--- src/rtl/core/media_type_header_parser_unit_defines.svh ---
// assertion macros used by the media-type header parser rtl
`ifndef MEDIA_TYPE_HEADER_PARSER_UNIT_DEFINES_SVH
`define MEDIA_TYPE_HEADER_PARSER_UNIT_DEFINES_SVH

// consequent must hold in the same cycle as the antecedent
`define MTHP_ASSERT_NOW(label, ante, cons, msg) \
  label: assert property (@(posedge clk_i) disable iff (!rst_ni) \
    (ante) |-> (cons)) else $error(msg);

// consequent must hold in the cycle after the antecedent
`define MTHP_ASSERT_NEXT(label, ante, cons, msg) \
  label: assert property (@(posedge clk_i) disable iff (!rst_ni) \
    (ante) |=> (cons)) else $error(msg);

`endif

--- src/rtl/core/mthp_pkg.sv ---
// shared types, character codes and helper functions of the media-type header parser
package mthp_pkg;

  // default queue depths (power of two, at least two)
  localparam int unsigned MidDepthDef = 2;
  localparam int unsigned OutDepthDef = 2;

  // character codes with a grammar role of their own
  localparam logic [7:0] CH_SLASH  = 8'h2f;
  localparam logic [7:0] CH_SEMI   = 8'h3b;
  localparam logic [7:0] CH_EQ     = 8'h3d;
  localparam logic [7:0] CH_DQUOTE = 8'h22;
  localparam logic [7:0] CH_BSLASH = 8'h5c;
  localparam logic [7:0] CH_SPACE  = 8'h20;
  localparam logic [7:0] CH_TAB    = 8'h09;
  localparam logic [7:0] CH_CR     = 8'h0d;
  localparam logic [7:0] CH_UP_A   = 8'h41;
  localparam logic [7:0] CH_UP_Z   = 8'h5a;
  localparam logic [7:0] CASE_OFS  = 8'h20;

  // role tag of a result byte
  typedef enum logic [2:0] {
    ROLE_SKIP  = 3'd0,
    ROLE_TYPE  = 3'd1,
    ROLE_SLASH = 3'd2,
    ROLE_SUB   = 3'd3,
    ROLE_KEY   = 3'd4,
    ROLE_VAL   = 3'd5,
    ROLE_QUOTE = 3'd6
  } role_e;

  // parse states, one-hot
  typedef enum logic [11:0] {
    ST_LEAD    = 12'b0000_0000_0001,
    ST_TYPE0   = 12'b0000_0000_0010,
    ST_TYPE    = 12'b0000_0000_0100,
    ST_SUB0    = 12'b0000_0000_1000,
    ST_SUB     = 12'b0000_0001_0000,
    ST_OWS     = 12'b0000_0010_0000,
    ST_SEMI    = 12'b0000_0100_0000,
    ST_KEY     = 12'b0000_1000_0000,
    ST_VAL0    = 12'b0001_0000_0000,
    ST_TOKVAL  = 12'b0010_0000_0000,
    ST_QVAL    = 12'b0100_0000_0000,
    ST_QPAIR   = 12'b1000_0000_0000
  } state_e;

  // character class flags decoded by the front end
  typedef struct packed {
    logic ws;
    logic tok;
    logic slash;
    logic semi;
    logic eq;
    logic dquote;
    logic bslash;
  } cls_t;

  // classified byte passed from front to back
  typedef struct packed {
    logic [7:0] ch;
    logic       last;
    cls_t       cls;
  } item_t;

  // one result transaction
  typedef struct packed {
    logic [7:0] char_out;
    logic [7:0] lower_out;
    role_e      role;
    logic       param_done;
    logic       parse_error;
    logic       done_res;
    logic       accepted;
  } res_t;

  // white space: tab through carriage return, and space
  function automatic logic is_ws(logic [7:0] c);
    return (c == CH_SPACE) || ((c >= CH_TAB) && (c <= CH_CR));
  endfunction

  // token characters
  function automatic logic is_tok(logic [7:0] c);
    logic r;
    r = 1'b0;
    case (c) inside
      [8'h30:8'h39], [8'h41:8'h5a], [8'h61:8'h7a],
      8'h21, 8'h23, 8'h24, 8'h25, 8'h26, 8'h27, 8'h2a, 8'h2b,
      8'h2d, 8'h2e, 8'h5e, 8'h5f, 8'h60, 8'h7c, 8'h7e: r = 1'b1;
      default: r = 1'b0;
    endcase
    return r;
  endfunction

  // fold upper case to lower case
  function automatic logic [7:0] fold(logic [7:0] c);
    return ((c >= CH_UP_A) && (c <= CH_UP_Z)) ? (c + CASE_OFS) : c;
  endfunction

endpackage

--- src/rtl/core/mthp_fifo.sv ---
// small synchronous queue with full and empty flags
module mthp_fifo import mthp_pkg::*; #(
  parameter int unsigned WIDTH = 8,
  parameter int unsigned DEPTH = MidDepthDef
) (
  input  logic             clk_i,
  input  logic             rst_ni,
  input  logic             wr_en_i,
  input  logic [WIDTH-1:0] wr_data_i,
  output logic             full_o,
  input  logic             rd_en_i,
  output logic [WIDTH-1:0] rd_data_o,
  output logic             empty_o
);

  localparam int unsigned AW = $clog2(DEPTH);
  localparam int unsigned CW = $clog2(DEPTH + 1);

  logic [WIDTH-1:0] mem_q [DEPTH];
  logic [AW-1:0]    wptr_q, wptr_d, rptr_q, rptr_d;
  logic [CW-1:0]    cnt_q, cnt_d;
  logic             do_wr, do_rd;

  // handshake qualification
  assign full_o  = (cnt_q == CW'(DEPTH));
  assign empty_o = (cnt_q == '0);
  assign do_wr   = wr_en_i & ~full_o;
  assign do_rd   = rd_en_i & ~empty_o;

  // pointer and fill count update
  always_comb begin
    wptr_d = do_wr ? wptr_q + 1'b1 : wptr_q;
    rptr_d = do_rd ? rptr_q + 1'b1 : rptr_q;
    case ({do_wr, do_rd})
      2'b10:   cnt_d = cnt_q + 1'b1;
      2'b01:   cnt_d = cnt_q - 1'b1;
      default: cnt_d = cnt_q;
    endcase
  end

  always_ff @(posedge clk_i or negedge rst_ni) begin
    if (!rst_ni) begin
      wptr_q <= '0;
      rptr_q <= '0;
      cnt_q  <= '0;
    end else begin
      wptr_q <= wptr_d;
      rptr_q <= rptr_d;
      cnt_q  <= cnt_d;
    end
  end

  // storage
  always_ff @(posedge clk_i) begin
    if (do_wr) begin
      mem_q[wptr_q] <= wr_data_i;
    end
  end

  assign rd_data_o = mem_q[rptr_q];

endmodule

--- src/rtl/core/mthp_front.sv ---
// front end: byte intake and character class decode
module mthp_front import mthp_pkg::*; (
  input  logic       push_i,
  input  logic [7:0] char_in_i,
  input  logic       last_i,
  input  logic       mid_full_i,
  output logic       full_o,
  output logic       mid_push_o,
  output item_t      item_o
);

  // input side mirrors the queue between front and back
  assign full_o     = mid_full_i;
  assign mid_push_o = push_i;

  // character class decode of the incoming byte
  always_comb begin
    item_o.ch         = char_in_i;
    item_o.last       = last_i;
    item_o.cls.ws     = is_ws(char_in_i);
    item_o.cls.tok    = is_tok(char_in_i);
    item_o.cls.slash  = (char_in_i == CH_SLASH);
    item_o.cls.semi   = (char_in_i == CH_SEMI);
    item_o.cls.eq     = (char_in_i == CH_EQ);
    item_o.cls.dquote = (char_in_i == CH_DQUOTE);
    item_o.cls.bslash = (char_in_i == CH_BSLASH);
  end

endmodule

--- src/rtl/core/mthp_back.sv ---
// back end: media-type grammar state machine producing one result per byte
module mthp_back import mthp_pkg::*; (
  input  logic  clk_i,
  input  logic  rst_ni,
  input  logic  item_valid_i,
  input  item_t item_i,
  output logic  item_take_o,
  input  logic  res_full_i,
  output logic  res_push_o,
  output res_t  res_o
);

`include "media_type_header_parser_unit_defines.svh"

  state_e st_q, st_d, eff, nst, st_keep;
  logic   err_q, err_d, err_new;
  logic   bad, pdone, valid_end, proc;
  role_e  role;

  // a byte is carried out when one waits and the result queue has room
  assign proc        = item_valid_i & ~res_full_i;
  assign item_take_o = proc;
  assign res_push_o  = proc;

  // grammar step
  always_comb begin
    eff   = st_q;
    nst   = st_q;
    role  = ROLE_SKIP;
    pdone = 1'b0;
    bad   = 1'b0;
    if (!err_q) begin
      if ((st_q == ST_LEAD) && !item_i.cls.ws) begin
        eff = ST_TYPE0;
      end
      nst = eff;
      case (eff)
        ST_LEAD: begin
          nst = ST_LEAD;
        end
        ST_TYPE0: begin
          if (item_i.cls.tok) begin
            role = ROLE_TYPE;
            nst  = ST_TYPE;
          end else begin
            bad = 1'b1;
          end
        end
        ST_TYPE: begin
          if (item_i.cls.tok) begin
            role = ROLE_TYPE;
          end else if (item_i.cls.slash) begin
            role = ROLE_SLASH;
            nst  = ST_SUB0;
          end else begin
            bad = 1'b1;
          end
        end
        ST_SUB0: begin
          if (item_i.cls.tok) begin
            role = ROLE_SUB;
            nst  = ST_SUB;
          end else begin
            bad = 1'b1;
          end
        end
        ST_SUB: begin
          if (item_i.cls.tok) begin
            role = ROLE_SUB;
          end else if (item_i.cls.semi) begin
            nst = ST_SEMI;
          end else if (item_i.cls.ws) begin
            nst = ST_OWS;
          end else begin
            bad = 1'b1;
          end
        end
        ST_OWS: begin
          if (item_i.cls.semi) begin
            nst = ST_SEMI;
          end else if (!item_i.cls.ws) begin
            bad = 1'b1;
          end
        end
        ST_SEMI: begin
          if (item_i.cls.tok) begin
            role = ROLE_KEY;
            nst  = ST_KEY;
          end else if (!item_i.cls.semi && !item_i.cls.ws) begin
            bad = 1'b1;
          end
        end
        ST_KEY: begin
          if (item_i.cls.tok) begin
            role = ROLE_KEY;
          end else if (item_i.cls.eq) begin
            nst = ST_VAL0;
          end else begin
            bad = 1'b1;
          end
        end
        ST_VAL0: begin
          if (item_i.cls.dquote) begin
            role = ROLE_QUOTE;
            nst  = ST_QVAL;
          end else if (item_i.cls.tok) begin
            role = ROLE_VAL;
            nst  = ST_TOKVAL;
          end else begin
            bad = 1'b1;
          end
        end
        ST_TOKVAL: begin
          if (item_i.cls.tok) begin
            role = ROLE_VAL;
          end else if (item_i.cls.semi) begin
            pdone = 1'b1;
            nst   = ST_SEMI;
          end else if (item_i.cls.ws) begin
            pdone = 1'b1;
            nst   = ST_OWS;
          end else begin
            bad = 1'b1;
          end
        end
        ST_QVAL: begin
          if (item_i.cls.dquote) begin
            role  = ROLE_QUOTE;
            pdone = 1'b1;
            nst   = ST_OWS;
          end else if (item_i.cls.bslash) begin
            role = ROLE_QUOTE;
            nst  = ST_QPAIR;
          end else begin
            role = ROLE_VAL;
          end
        end
        ST_QPAIR: begin
          role = ROLE_VAL;
          nst  = ST_QVAL;
        end
        default: begin
          bad = 1'b1;
        end
      endcase
    end

    // error freezes the state and blanks the tags
    err_new = err_q | bad;
    st_keep = bad ? st_q : nst;
    if (bad) begin
      role  = ROLE_SKIP;
      pdone = 1'b0;
    end else if (!err_q && item_i.last && (nst == ST_TOKVAL)) begin
      pdone = 1'b1;
    end

    valid_end = !err_new && ((st_keep == ST_SUB) || (st_keep == ST_OWS) ||
                             (st_keep == ST_SEMI) || (st_keep == ST_TOKVAL));
  end

  // result assembly
  always_comb begin
    res_o.char_out    = item_i.ch;
    res_o.lower_out   = ((role == ROLE_TYPE) || (role == ROLE_SUB)) ? fold(item_i.ch)
                                                                    : item_i.ch;
    res_o.role        = role;
    res_o.param_done  = pdone;
    res_o.parse_error = err_new;
    res_o.done_res    = item_i.last;
    res_o.accepted    = item_i.last & valid_end;
  end

  // state update, cleared after the last byte of a value
  always_comb begin
    st_d  = st_q;
    err_d = err_q;
    if (proc) begin
      if (item_i.last) begin
        st_d  = ST_LEAD;
        err_d = 1'b0;
      end else begin
        st_d  = st_keep;
        err_d = err_new;
      end
    end
  end

  always_ff @(posedge clk_i or negedge rst_ni) begin
    if (!rst_ni) begin
      st_q  <= ST_LEAD;
      err_q <= 1'b0;
    end else begin
      st_q  <= st_d;
      err_q <= err_d;
    end
  end

  // checks
  `MTHP_ASSERT_NEXT(a_last_clears, proc && item_i.last, (st_q == ST_LEAD) && !err_q, "state not cleared after last byte")
  `MTHP_ASSERT_NOW(a_err_blanks, proc && err_q, res_o.parse_error && (res_o.role == ROLE_SKIP) && !res_o.param_done, "byte after error not blanked")
  `MTHP_ASSERT_NOW(a_accept_clean, proc && res_o.accepted, res_o.done_res && !res_o.parse_error, "accepted without clean last byte")
  `MTHP_ASSERT_NEXT(a_err_sticky, proc && err_new && !item_i.last, err_q, "error flag dropped inside a value")

endmodule

--- src/rtl/core/media_type_header_parser_unit.sv ---
// top level of the media-type header parser: front end, queues and grammar back end
// Takes one Content-Type header byte per cycle (push/full) and returns one result
// per byte (empty/pop), in order. A byte taken by a push is decoded into its
// character class, registered in a small queue, and carried out by the grammar
// state machine once the result queue has room; its result is then registered in
// the result queue for pop. Sustained rate is one byte per cycle while neither
// side stalls; the queues (MidDepth and OutDepth entries) absorb either stall.
module media_type_header_parser_unit import mthp_pkg::*; #(
  parameter int unsigned MidDepth = MidDepthDef,
  parameter int unsigned OutDepth = OutDepthDef
) (
  input  logic       clk_i,
  input  logic       rst_ni,
  input  logic       push,
  output logic       full,
  input  logic [7:0] char_in_i,
  input  logic       end_of_text_i,
  output logic       empty,
  input  logic       pop,
  output logic [7:0] char_out_o,
  output logic [7:0] lower_out_o,
  output logic [2:0] role_o,
  output logic       param_done_o,
  output logic       parse_error_o,
  output logic       done_res_o,
  output logic       accepted_o
);

  localparam int unsigned ItemW = $bits(item_t);
  localparam int unsigned ResW  = $bits(res_t);

  logic             mid_push, mid_full, mid_empty, mid_take;
  item_t            front_item;
  logic [ItemW-1:0] mid_rd;
  item_t            back_item;
  logic             res_push, res_full;
  res_t             back_res, out_res;
  logic [ResW-1:0]  out_rd;

  // front end
  mthp_front u_front (
    .push_i     (push),
    .char_in_i  (char_in_i),
    .last_i     (end_of_text_i),
    .mid_full_i (mid_full),
    .full_o     (full),
    .mid_push_o (mid_push),
    .item_o     (front_item)
  );

  // queue between front and back
  mthp_fifo #(
    .WIDTH (ItemW),
    .DEPTH (MidDepth)
  ) u_mid_fifo (
    .clk_i     (clk_i),
    .rst_ni    (rst_ni),
    .wr_en_i   (mid_push),
    .wr_data_i (front_item),
    .full_o    (mid_full),
    .rd_en_i   (mid_take),
    .rd_data_o (mid_rd),
    .empty_o   (mid_empty)
  );

  assign back_item = item_t'(mid_rd);

  // grammar back end
  mthp_back u_back (
    .clk_i        (clk_i),
    .rst_ni       (rst_ni),
    .item_valid_i (~mid_empty),
    .item_i       (back_item),
    .item_take_o  (mid_take),
    .res_full_i   (res_full),
    .res_push_o   (res_push),
    .res_o        (back_res)
  );

  // result queue
  mthp_fifo #(
    .WIDTH (ResW),
    .DEPTH (OutDepth)
  ) u_out_fifo (
    .clk_i     (clk_i),
    .rst_ni    (rst_ni),
    .wr_en_i   (res_push),
    .wr_data_i (back_res),
    .full_o    (res_full),
    .rd_en_i   (pop),
    .rd_data_o (out_rd),
    .empty_o   (empty)
  );

  // result ports
  assign out_res       = res_t'(out_rd);
  assign char_out_o    = out_res.char_out;
  assign lower_out_o   = out_res.lower_out;
  assign role_o        = out_res.role;
  assign param_done_o  = out_res.param_done;
  assign parse_error_o = out_res.parse_error;
  assign done_res_o    = out_res.done_res;
  assign accepted_o    = out_res.accepted;

endmodule
--- config.mk ---
export PLATFORM = sky130hd
export DESIGN_NAME = media_type_header_parser_unit
export DESIGN_NICKNAME = d
export VERILOG_FILES = /design/src/rtl/core/mthp_pkg.sv /design/src/rtl/core/mthp_fifo.sv /design/src/rtl/core/mthp_front.sv /design/src/rtl/core/mthp_back.sv /design/src/rtl/core/media_type_header_parser_unit.sv
export VERILOG_INCLUDE_DIRS = /design/src /design/src/rtl/core
export SDC_FILE = /design/constraint.sdc
export NUM_CORES = 1
export LEC_CHECK = 0
export BUFFER_PORTS_ARGS = -buffer_cell sky130_fd_sc_hd__buf_4
export CELL_PAD_IN_SITES_DETAIL_PLACEMENT = 0
export CELL_PAD_IN_SITES_GLOBAL_PLACEMENT = 1
export CORE_ASPECT_RATIO = 2
export CORE_UTILIZATION = 50
export CTS_BUF_LIST = sky130_fd_sc_hd__clkbuf_8 sky130_fd_sc_hd__clkbuf_16
export DETAILED_ROUTE_END_ITERATION = 10
export HOLD_SLACK_MARGIN = 0.03
export PLACE_DENSITY = 0.84
export SYNTH_ARGS = -nofsm -noshare
export SYNTH_HDL_FRONTEND = slang
export SYNTH_HIERARCHICAL = 1
export SYNTH_SLANG_ARGS = --single-unit
--- constraint.sdc ---
create_clock -name clk_i -period 3.9 [get_ports clk_i]
set_input_delay 0.195 -clock clk_i [delete_from_list [all_inputs] [get_ports clk_i]]
set_output_delay 0.195 -clock clk_i [all_outputs]
set_load 0.05 [all_outputs]
==> impl_metrics.env, run 1 <==
export IMPL_grt_total_usage=0.2367
export IMPL_final_max_slew_viol_count=0
export IMPL_synthFlopType="edfxtp_1"
export IMPL_cp_cell_sequence="mux2_4 -> nor3b_1 -> nor3_1 -> nor4_4 -> or3b_1 -> buf_4 -> a31oi_1 -> or4b_1 -> a41oi_1"
export IMPL_hold_class="input port to flip-flop"
export IMPL_grt_pass1_wl_mm=21.08
export IMPL_cp_slowest_cell="dfrtp_1"
export IMPL_fin_crit_sh=0.8661
export IMPL_timing_final_ws_setup_ps=522.1
export IMPL_slew_headroom=0.2473
export IMPL_fmax_mhz=296.0
export IMPL_required_ps=4070
export IMPL_clock_sinks=99
export IMPL_wl_per_cell_um=20.29
export IMPL_die_h_um=154.1
export IMPL_syn_area_um2=5787
export IMPL_cp_startpoint="u_mid_fifo/rptr_q"
export IMPL_status="complete, no violations"
export IMPL_synth_edff_count=78
export IMPL_critPathLaunchType="flip-flop"
export IMPL_yosysSeqAreaShare=0.4958
export IMPL_cts_clk_slew_worst_paths_ps=70
export IMPL_final_setup_viol_count=0
export IMPL_syn_to_final_growth_pct=6.703
export IMPL_finalCriticalPeriod_ps=3378
export IMPL_gp_congestion=0.9818
export IMPL_htreeDepth=3
export IMPL_drc=0
export IMPL_numCtsBuffers=9
export IMPL_cp_end_kind="flip-flop"
export IMPL_leakagePower_nw=2.319
export IMPL_hold_slack_ps=90.59
export IMPL_die_area_um2=12030
export IMPL_first_global_vias=3963
export IMPL_n_antenna_cell=0
export IMPL_rsz0062_at_grt="false"
export IMPL_worst_slew_pin_slew_ps=1129
export IMPL_finalHoldViolations=0
export IMPL_io_pins=38
export IMPL_start_util=0.5127
export IMPL_port_buffers=37
export IMPL_num_nets_final=503
export IMPL_num_vias=3839
export IMPL_root_buffer="clkbuf_16"
export IMPL_die_w_um=78.07
export IMPL_grt_max_degree=24
export IMPL_synth_seq_cells=99
export IMPL_drive_gt1_frac=0.2805
export IMPL_dp_hpwl_mm=9.885
export IMPL_min_delay_start="char_in_i[6]"
export IMPL_slowest_delay_ps=600
export IMPL_yosysUniqueCellTypes=77
export IMPL_cts_tree="yes"
export IMPL_power_mw=5.312
export IMPL_ant_nets=0
export IMPL_cp_top_family="simple AND/OR/NAND/NOR gates"
export IMPL_vias_per_cell=6.055
export IMPL_syn_num_nets=498
export IMPL_final_area_um2=6175
export IMPL_core_area_um2=11290
export IMPL_cp_buffers_inverters=1
export IMPL_clk_latency_ps=350
export IMPL_power_density_nw_per_um2=860.3
export IMPL_crit_arrival_ps=3550
export IMPL_routed_wl_mm=12.87
export IMPL_fin_tns_setup_ps=0
export IMPL_antenna_found_initial=0
export IMPL_grt_overflow_total=0
export IMPL_vdd_drop_max_mv=0.7912
export IMPL_std_cell_rows=55
export IMPL_cts_buffer_depth=2
export IMPL_pre_cts_slack_ps=548.1
export IMPL_worstSetupPathType="flip-flop to flip-flop"
export IMPL_synthArstFlopShare=0.2121
export IMPL_finClkSkew_ps=9.382
export IMPL_reg2reg_from="u_mid_fifo/rptr_q"
export IMPL_syn_area_per_cell_um2=12.01
export IMPL_yosysWarnings=6
export IMPL_cap_viol_max_count=0
export IMPL_syn_inst=482
export IMPL_first_pass_iters=5
export IMPL_drt_initial_drc_count=229
export IMPL_crit_fanout=13
export IMPL_place_area_um2=5872
cells in the final DEF, fill, tap and decap left out, drive strengths merged, types with 3 or more instances in the layout:
cell type	count
edfxtp	78
buf	52
mux2	39
nor2	31
nand2	29
o21ai	24
dfrtp	20
inv	16
nor3	14
a21oi	13
nor4	13
a31oi	12
nand4	11
nand3	10
clkbuf	9
xor2	9
nor2b	9
o31ai	8
nand2b	7
nor3b	7
nor4b	7
xnor2	6
a22oi	4
nand3b	4
or4	3
a31o	3
o22ai	3
nand4b	3
o21a	3
a41oi	3
ha	3
or4b	3
o211ai	3
a21o	3
state kept, by name, summed over array words and instances, names as in the netlist, 2 cells and up:
register / cells
u_mid_fifo/cnt_q: 2
u_out_fifo/mem_q: 46
u_out_fifo/cnt_q: 2
u_mid_fifo/mem_q: 32
u_back/st_q: 12
worst register-to-register path: stages, from the launching register on:
cell and delay [ps]:
dfrtp_1 600, mux2_4 380, nor3b_1 410, nor3_1 140, nor4_4 350, or3b_1 290
buf_4 230, a31oi_1 110, or4b_1 480, a41oi_1 220
logic make-up after synthesis:
logic type / synth area share
and+or+nand+nor: 0.1771
DFF: 0.4958
AOI/OAI and AO/OA: 0.1122
buffers and inverters: 0.09167
muxes: 0.09405
xor gates and xnor gates: 0.02270
adders and majority gates: 0.006487
metrics by stage:
stage          cells  utilization
3_5_place_dp     616       0.5203
4_1_cts          634       0.5471
3_3_place_gp     616       0.5203
5_1_grt          634       0.5471
2_1_floorplan    482            -
6_report         634       0.5471
power by group:
part / internal [mW] / leakage, nW / switching [mW]
Sequential: 1.63 / 1.00 / 0.224
Combinational: 0.995 / 1.18 / 1.63
Clock: 0.442 / 0.136 / 0.388
Total: 3.07 / 2.32 / 2.25
repair_timing:
item	CTS	global route
endpoints found under the hold margin	23	0
resized for setup	0	0
hold buffers	2	0
setup buffers	0	0
layout make-up:
cell class              count  area, um^2
clock buffers               9       225.2
clock inverters             7       57.56
fillers                  1005        5111
inverters                  12       45.04
multi-input cells         311        2390
flip-flops and latches     99        2869
well taps                 142       177.7
repair buffers             54       410.4
per-layer routing:
| layer | global-route usage | wire [um] | vias to the layer above |
|---|---|---|---|
| met5 | 0 | 0 | - |
| met1 | 0.2324 | 4231 | 1851 |
| li1 | - | - | 1803 |
| met3 | 0.04095 | 439 | 57 |
| met2 | 0.4432 | 7155 | 128 |
| met4 | 0.1490 | 1040 | 0 |
path summary, 6_finish.rpt:
check,endpoint,slack [ps],cells past startpoint
hold / removal,u_mid_fifo/mem_q[1][14],90,1
max in group asynchronous,u_back/st_q[0],3350,2
min in group asynchronous,u_mid_fifo/cnt_q[1],280,2
hold reg to reg,u_mid_fifo/wptr_q,500,1
setup reg to reg,u_out_fifo/mem_q[1][0],520,9
setup / recovery,u_out_fifo/mem_q[1][0],520,9
synthesized netlist by cell type (all sizes together), types with 3 or more instances:
cell    number  share of area
a21o         3         0.0043
a21oi       13          0.011
a22oi        4         0.0052
a31o         3         0.0045
a31oi       12          0.013
a41oi        3         0.0045
buf         54          0.080
clkbuf       6         0.0039
dfrtp       20          0.086
edfxtp      78           0.40
ha           3         0.0065
inv         12         0.0078
mux2        39          0.094
nand2       29          0.021
nand2b       7         0.0076
nand3       10          0.011
nand3b       4         0.0058
nand4       11          0.012
nand4b       3         0.0045
nor2        31          0.021
nor2b        9          0.011
nor3        14          0.013
nor3b        7         0.0099
nor4        13          0.028
nor4b        7          0.013
o211ai       3         0.0048
o21a         3         0.0039
o21ai       24          0.021
o22ai        3         0.0032
o31ai        8          0.010
or4          3         0.0039
or4b         3         0.0052
xnor2        6         0.0091
xor2         9          0.014
Note: power is estimated with default switching activity, not from simulation.
==> run 2: changes to the inputs <==
--- a/config.mk
+++ b/config.mk
@@ -10,12 +10,12 @@
 export CELL_PAD_IN_SITES_DETAIL_PLACEMENT = 0
 export CELL_PAD_IN_SITES_GLOBAL_PLACEMENT = 1
 export CORE_ASPECT_RATIO = 2
-export CORE_UTILIZATION = 50
+export CORE_UTILIZATION = 48
 export CTS_BUF_LIST = sky130_fd_sc_hd__clkbuf_8 sky130_fd_sc_hd__clkbuf_16
 export DETAILED_ROUTE_END_ITERATION = 10
 export HOLD_SLACK_MARGIN = 0.03
 export PLACE_DENSITY = 0.84
+export SLEW_MARGIN = 20
 export SYNTH_ARGS = -nofsm -noshare
 export SYNTH_HDL_FRONTEND = slang
-export SYNTH_HIERARCHICAL = 1
 export SYNTH_SLANG_ARGS = --single-unit
==> impl_metrics.env, run 2 <==
export IMPL_status="complete, no violations"
export IMPL_io_pins=38
export IMPL_drt_initial_drc_count=314
export IMPL_final_common_cell="edfxtp_1"
export IMPL_fin_tns_setup_ps=0
export IMPL_drive_gt1_frac=0.2276
export IMPL_cp_top_family="simple AND/OR/NAND/NOR gates"
export IMPL_die_area_um2=10690
export IMPL_vias_per_cell=6.217
export IMPL_worstSetupPathType="flip-flop to flip-flop"
export IMPL_final_util=0.5679
export IMPL_power_mw=5.689
export IMPL_die_w_um=73.60
export IMPL_worst_slew_pin_slew_ps=841.6
export IMPL_crit_arrival_ps=3610
export IMPL_finalHoldViolations=0
export IMPL_yosysSeqAreaShare=0.5220
export IMPL_cap_viol_max_count=0
export IMPL_cts_buffer_depth=2
export IMPL_synthFlopType="edfxtp_1"
export IMPL_std_cell_rows=52
export IMPL_finalCriticalPeriod_ps=3483
export IMPL_critPathMostFrequentCell="or4_4"
export IMPL_numCtsBuffers=9
export IMPL_synthArstFlopShare=0.2360
export IMPL_rsz0062_at_grt="false"
export IMPL_fmax_mhz=287.1
export IMPL_wl_per_cell_um=21.84
export IMPL_synth_edff_count=68
export IMPL_regMostFlops="u_out_fifo.mem_q"
export IMPL_slew_headroom=0.4389
export IMPL_fin_crit_sh=0.8932
export IMPL_reg2reg_from="u_back.st_q[8]"
export IMPL_synth_seq_cells=89
export IMPL_gp_congestion=1.027
export IMPL_pre_cts_slack_ps=469.2
export IMPL_hold_slack_ps=41.38
export IMPL_synth_area_leader_cell="edfxtp_1"
export IMPL_clock_sinks=89
export IMPL_min_delay_start="end_of_text_i"
export IMPL_num_nets_final=503
export IMPL_required_ps=4030
export IMPL_antenna_found_initial=0
export IMPL_grt_pass1_wl_mm=21.62
export IMPL_synth_top_area_frac=0.4150
export IMPL_cp_slowest_cell="nor4_1"
export IMPL_syn_area_um2=4921
export IMPL_cp_buffers_inverters=0
export IMPL_crit_fanout=12
export IMPL_yosysMostFrequentCell="edfxtp_1"
export IMPL_critPathLaunchType="flip-flop"
export IMPL_ys_top_cells_by_area="edfxtp_1 (41%), dfrtp_1 (10%), mux2_2 (5.7%)"
export IMPL_cp_startpoint="u_back.st_q[8]"
export IMPL_cts_tree="yes"
export IMPL_syn_num_nets=466
export IMPL_cp_cell_sequence="or4_4 -> or4_4 -> o2111a_1 -> and3_1 -> nor4_1 -> nand2_1 -> a2111oi_2"
export IMPL_routed_wl_mm=13.69
export IMPL_die_h_um=145.2
export IMPL_drc=0
export IMPL_num_vias=3898
export IMPL_cts_resized=0
export IMPL_ant_nets=0
export IMPL_n_antenna_cell=0
export IMPL_grt_max_degree=28
export IMPL_yosysWarnings=0
export IMPL_htreeDepth=3
export IMPL_vdd_drop_max_mv=0.5954
export IMPL_port_buffers=37
export IMPL_cts_clk_slew_worst_paths_ps=70
export IMPL_grt_overflow_total=0
export IMPL_ys_top_cells_by_count="edfxtp_1 (68), nor2_1 (38), nand2_1 (27)"
export IMPL_grt_total_usage=0.2780
export IMPL_syn_inst=450
export IMPL_first_global_vias=4060
export IMPL_core_area_um2=10020
export IMPL_start_util=0.4911
export IMPL_hold_class="input port to flip-flop"
export IMPL_layout_common_cells="edfxtp_1 (68), buf_4 (56), nor2_1 (38)"
export IMPL_clk_latency_ps=350
export IMPL_root_buffer="clkbuf_16"
export IMPL_syn_area_per_cell_um2=10.94
export IMPL_timing_final_ws_setup_ps=416.5
export IMPL_largest_reg_flops=36
export IMPL_reg_largest_list="u_out_fifo.mem_q (36), u_mid_fifo.mem_q (32), u_back.st_q (12)"
export IMPL_slowest_delay_ps=630
export IMPL_yosysUniqueCellTypes=72
export IMPL_syn_to_final_growth_pct=15.64
export IMPL_dp_hpwl_mm=10.37
export IMPL_final_setup_viol_count=0
export IMPL_cp_end_kind="flip-flop"
export IMPL_first_pass_iters=6
export IMPL_leakagePower_nw=2.160
export IMPL_power_density_nw_per_um2=999.7
export IMPL_finClkSkew_ps=4.856
export IMPL_final_max_slew_viol_count=0
export IMPL_fillers=893
==> run 2: cell type report <==
class,instances,area [um^2],area share
sequential,89,2569,0.4514
tap,135,168.9,0.02968
clock inverter,7,95.09,0.01671
clock buffer,9,225.2,0.03958
timing repair buffer,57,430.4,0.07564
multi-input combinational,310,2125,0.3734
inverter,20,77.57,0.01363
==> run 2: worst paths after layout <==
path | endpoint | slack, ps | cells past startpoint
setup / recovery | u_out_fifo.mem_q[1][0] | 420 | 7
min in group asynchronous | u_back.st_q[9] | 280 | 2
max in group asynchronous | u_back.st_q[0] | 3320 | 2
setup reg to reg | u_out_fifo.mem_q[1][0] | 420 | 7
hold / removal | u_mid_fifo.mem_q[1][7] | 40 | 1
hold reg to reg | u_mid_fifo.wptr_q | 510 | 1
==> run 2: cell families (layout without fill, tap and decap cells) <==
family,count (synthesis),after routing,synth area share
and+or+nand+nor,171,171,0.1935
DFF,89,89,0.5220
AOI/OAI and AO/OA,85,85,0.1243
buffers and inverters,51,93,0.04627
muxes,36,36,0.07958
xor gates and xnor gates,15,15,0.02670
adders and majority gates,3,3,0.007629
==> run 2: worst reg2reg max path: stages, from the launching register on <==
cell       delay [ps]
dfrtp_1           500
or4_4             610
or4_4             550
o2111a_1          160
and3_1            240
nor4_1            630
nand2_1           140
a2111oi_2         440
==> run 2: power by group <==
| part | total (mW) | internal [mW] | leakage [nW] | switching [mW] |
|---|---|---|---|---|
| registers | 1.67 | 1.47 | 0.910 | 0.195 |
| logic | 3.11 | 1.04 | 1.09 | 2.07 |
| clock network | 0.914 | 0.515 | 0.157 | 0.399 |
==> run 2: per-stage QoR <==
stage | cells | area, um^2
2_1_floorplan | 450 | 4921
3_3_place_gp | 610 | 5360
3_5_place_dp | 610 | 5360
4_1_cts | 627 | 5690
5_1_grt | 627 | 5690
6_report | 627 | 5690
==> run 2: repair_timing <==
action,CTS,global route
hold endpoints to repair,21,0
buffers inserted,0,0
setup endpoints to repair,0,0
hold buffers,1,0
==> run 2: per-layer routing <==
metal	GRT usage	part of all wire	up-vias
met5	0	0	-
met3	0.03889	0.034	56
li1	-	-	1801
met1	0.2804	0.35	1913
met4	0.1990	0.067	0
met2	0.4954	0.55	128
==> run 3: changes to the inputs <==
--- a/config.mk
+++ b/config.mk
@@ -6,11 +6,12 @@
 export SDC_FILE = /design/constraint.sdc
 export NUM_CORES = 1
 export LEC_CHECK = 0
+export ABC_AREA = 1
 export BUFFER_PORTS_ARGS = -buffer_cell sky130_fd_sc_hd__buf_4
 export CELL_PAD_IN_SITES_DETAIL_PLACEMENT = 0
 export CELL_PAD_IN_SITES_GLOBAL_PLACEMENT = 1
 export CORE_ASPECT_RATIO = 2
-export CORE_UTILIZATION = 48
+export CORE_UTILIZATION = 46
 export CTS_BUF_LIST = sky130_fd_sc_hd__clkbuf_8 sky130_fd_sc_hd__clkbuf_16
 export DETAILED_ROUTE_END_ITERATION = 10
 export HOLD_SLACK_MARGIN = 0.03
==> impl_metrics.env, run 3 <==
export IMPL_status="complete, no violations"
export IMPL_r2r_slack_ps=830
export IMPL_num_nets_final=634
export IMPL_fmax_mhz=325.4
export IMPL_yosysUniqueCellTypes=52
export IMPL_die_h_um=148.5
export IMPL_ant_nets=0
export IMPL_finalHoldViolations=0
export IMPL_fin_crit_sh=0.7880
export IMPL_synth_top_family_by_area="simple AND/OR/NAND/NOR gates"
export IMPL_yosysSeqAreaShare=0.5204
export IMPL_grt_overflow_total=0
export IMPL_critPathLaunchType="flip-flop"
export IMPL_std_cell_rows=53
export IMPL_wl_per_cell_um=17.45
export IMPL_root_buffer="clkbuf_16"
export IMPL_htreeDepth=3
export IMPL_synthFlopType="edfxtp_1"
export IMPL_fin_tns_setup_ps=0
export IMPL_finalCriticalPeriod_ps=3073
export IMPL_r2r_cells=17
export IMPL_first_global_vias=4067
export IMPL_slew_headroom=0.5521
export IMPL_syn_to_final_growth_pct=14.52
export IMPL_core_area_um2=10480
export IMPL_hold_class="input port to flip-flop"
export IMPL_die_area_um2=11170
export IMPL_cts_clk_slew_worst_paths_ps=60
export IMPL_routed_wl_mm=13.26
export IMPL_port_buffers=37
export IMPL_finClkSkew_ps=7.611
export IMPL_gp_congestion=0.9966
export IMPL_crit_arrival_ps=3260
export IMPL_required_ps=4080
export IMPL_synth_top_area_frac=0.4137
export IMPL_synth_xor_area_frac=0.01242
export IMPL_grt_max_degree=22
export IMPL_io_pins=38
export IMPL_reg_largest_list="u_out_fifo.mem_q (36), u_mid_fifo.mem_q (32), u_back.st_q (12)"
export IMPL_cts_tree="yes"
export IMPL_grt_total_usage=0.2600
export IMPL_die_w_um=75.25
export IMPL_yosys_area_share_simple=0.2862
export IMPL_synth_area_leader_cell="edfxtp_1"
export IMPL_synthAdderAreaFrac=0.007605
export IMPL_layout_common_cells="nand2_1 (164), nor2_1 (68), edfxtp_1 (68)"
export IMPL_numCtsBuffers=9
export IMPL_regMostFlops="u_out_fifo.mem_q"
export IMPL_muxShareOfSynthArea=0.002028
export IMPL_min_delay_start="char_in_i[3]"
export IMPL_fillers=1011
export IMPL_worst_slew_pin_slew_ps=664.9
export IMPL_n_antenna_cell=0
export IMPL_yosysWarnings=0
export IMPL_dp_hpwl_mm=10.41
export IMPL_yosysMostFrequentCell="nand2_1"
export IMPL_syn_area_um2=4936
export IMPL_vias_per_cell=5.345
export IMPL_clk_latency_ps=350
export IMPL_worstReg2RegEnd="u_out_fifo.mem_q[0][0]"
export IMPL_antenna_found_initial=0
export IMPL_clock_sinks=89
export IMPL_final_max_slew_viol_count=0
export IMPL_syn_inst=579
export IMPL_syn_area_per_cell_um2=8.525
export IMPL_syn_num_nets=595
export IMPL_synth_seq_cells=89
export IMPL_grt_pass1_wl_mm=20.77
export IMPL_ys_top_cells_by_count="nand2_1 (164), edfxtp_1 (68), nor2_1 (68)"
export IMPL_drc=0
export IMPL_rsz0062_at_grt="false"
export IMPL_worstSetupPathType="flip-flop to flip-flop"
export IMPL_whs_endpoint="u_mid_fifo.mem_q[0][11]"
export IMPL_reg2reg_from="u_mid_fifo.rptr_q"
export IMPL_first_pass_iters=5
export IMPL_holdPathStages=1
export IMPL_drive_gt1_frac=0.1637
export IMPL_cts_buffer_depth=2
export IMPL_ys_top_cells_by_area="edfxtp_1 (41%), nand2_1 (12%), dfrtp_1 (10%)"
export IMPL_drt_initial_drc_count=350
export IMPL_synth_compound_area_share=0.1039
export IMPL_final_setup_viol_count=0
export IMPL_start_util=0.4711
export IMPL_crit_fanout=18
export IMPL_largest_reg_flops=36
export IMPL_synthArstFlopShare=0.2360
export IMPL_synth_edff_count=68
export IMPL_num_vias=4062
export IMPL_cp_end_kind="flip-flop"
export IMPL_final_common_cell="nand2_1"
export IMPL_cap_viol_max_count=0
run 3: cell types whose count changed in the layout (fill, tap and decap cells not counted), sizes merged, moves of 14 or more:
| cell | change |
|---|---|
| nor2 | +39 |
| inv | +42 |
| nand3 | +16 |
| o21ai | +25 |
| nand2 | +150 |
| buf | -14 |
| mux2 | -25 |
run 3: worst max path at each step:
stage	end	startpoint	slack, ps	cells past startpoint
6_report	u_out_fifo.mem_q[0][0]	u_mid_fifo.rptr_q	830	17
5_1_grt	u_out_fifo.mem_q[0][0]	u_mid_fifo.rptr_q	640	14
3_3_place_gp	u_out_fifo.mem_q[0][0]	u_mid_fifo.rptr_q	960	17
2_1_floorplan	u_out_fifo.mem_q[0][0]	u_back.st_q[0]	1770	17
4_1_cts	u_out_fifo.mem_q[0][0]	u_mid_fifo.rptr_q	890	17
3_5_place_dp	u_out_fifo.mem_q[1][0]	u_mid_fifo.rptr_q	900	17
run 3: area by class of cell:
cell class	count	area, um^2	area share
Clock inverter	7	71.32	0.01262
Timing Repair Buffer	44	335.3	0.05932
Sequential cell	89	2569	0.4544
Tap cell	137	171.4	0.03032
Multi-Input combinational cell	409	2034	0.3599
Clock buffer	9	225.2	0.03984
Inverter	65	246.5	0.04360
run 3: metal layers:
layer / GRT usage / vias to the layer above / part of all wire
met5: 0 / - / 0
met4: 0.1861 / 0 / 0.064
met3: 0.03726 / 48 / 0.034
met2: 0.4658 / 127 / 0.55
met1: 0.2615 / 1874 / 0.35
li1: - / 2013 / -
run 3: through the flow:
step                      cells  utilization  worst slack [ps]  hold WS [ps]  instance area [um^2]
final                       760       0.5395             826.8         67.54                  5653
after global routing        760       0.5395             643.4         68.77                  5653
after global placement      742       0.5093             962.7         104.5                  5336
after floorplan             579            -              1775        -100.6                  4936
after CTS                   760       0.5395             887.4         63.02                  5653
after detailed placement    742       0.5093             897.8         106.2                  5336
run 3: logic make-up after synthesis:
kind of cell	count (synthesis)
AO/OA/AOI/OAI	84
XOR/XNOR	7
adder cells (fa/ha/maj)	3
buffers and inverters	81
flip-flops	89
multiplexers	1
AND/OR/NAND/NOR	314
run 3: worst max-delay path, cell delays in order, from the launching register on:
cell      delay (ps)
dfrtp_1          700
inv_4            160
nand2_1          120
nand2_2          200
clkinv_1         260
nand2_1           70
nand2_1           90
nand2_1           80
inv_2             60
nand3_1           60
nor2_1           190
nand2_1           80
o21ai_1          240
nand2_1           70
o21ai_1          120
nor2b_1          160
nand2_1           80
nor2_1           160
run 3: repair_timing:
| item | 4_1_cts | 5_1_grt |
|---|---|---|
| resized for setup | 0 | 0 |
| hold buffers | 2 | 0 |
| setup buffers | 0 | 0 |
| endpoints found under the hold margin | 23 | 0 |
Power of run 3 is left out: the tool's default activity adds up to more than one toggle a clock period on the data nets, which glitch-free logic cannot reach.
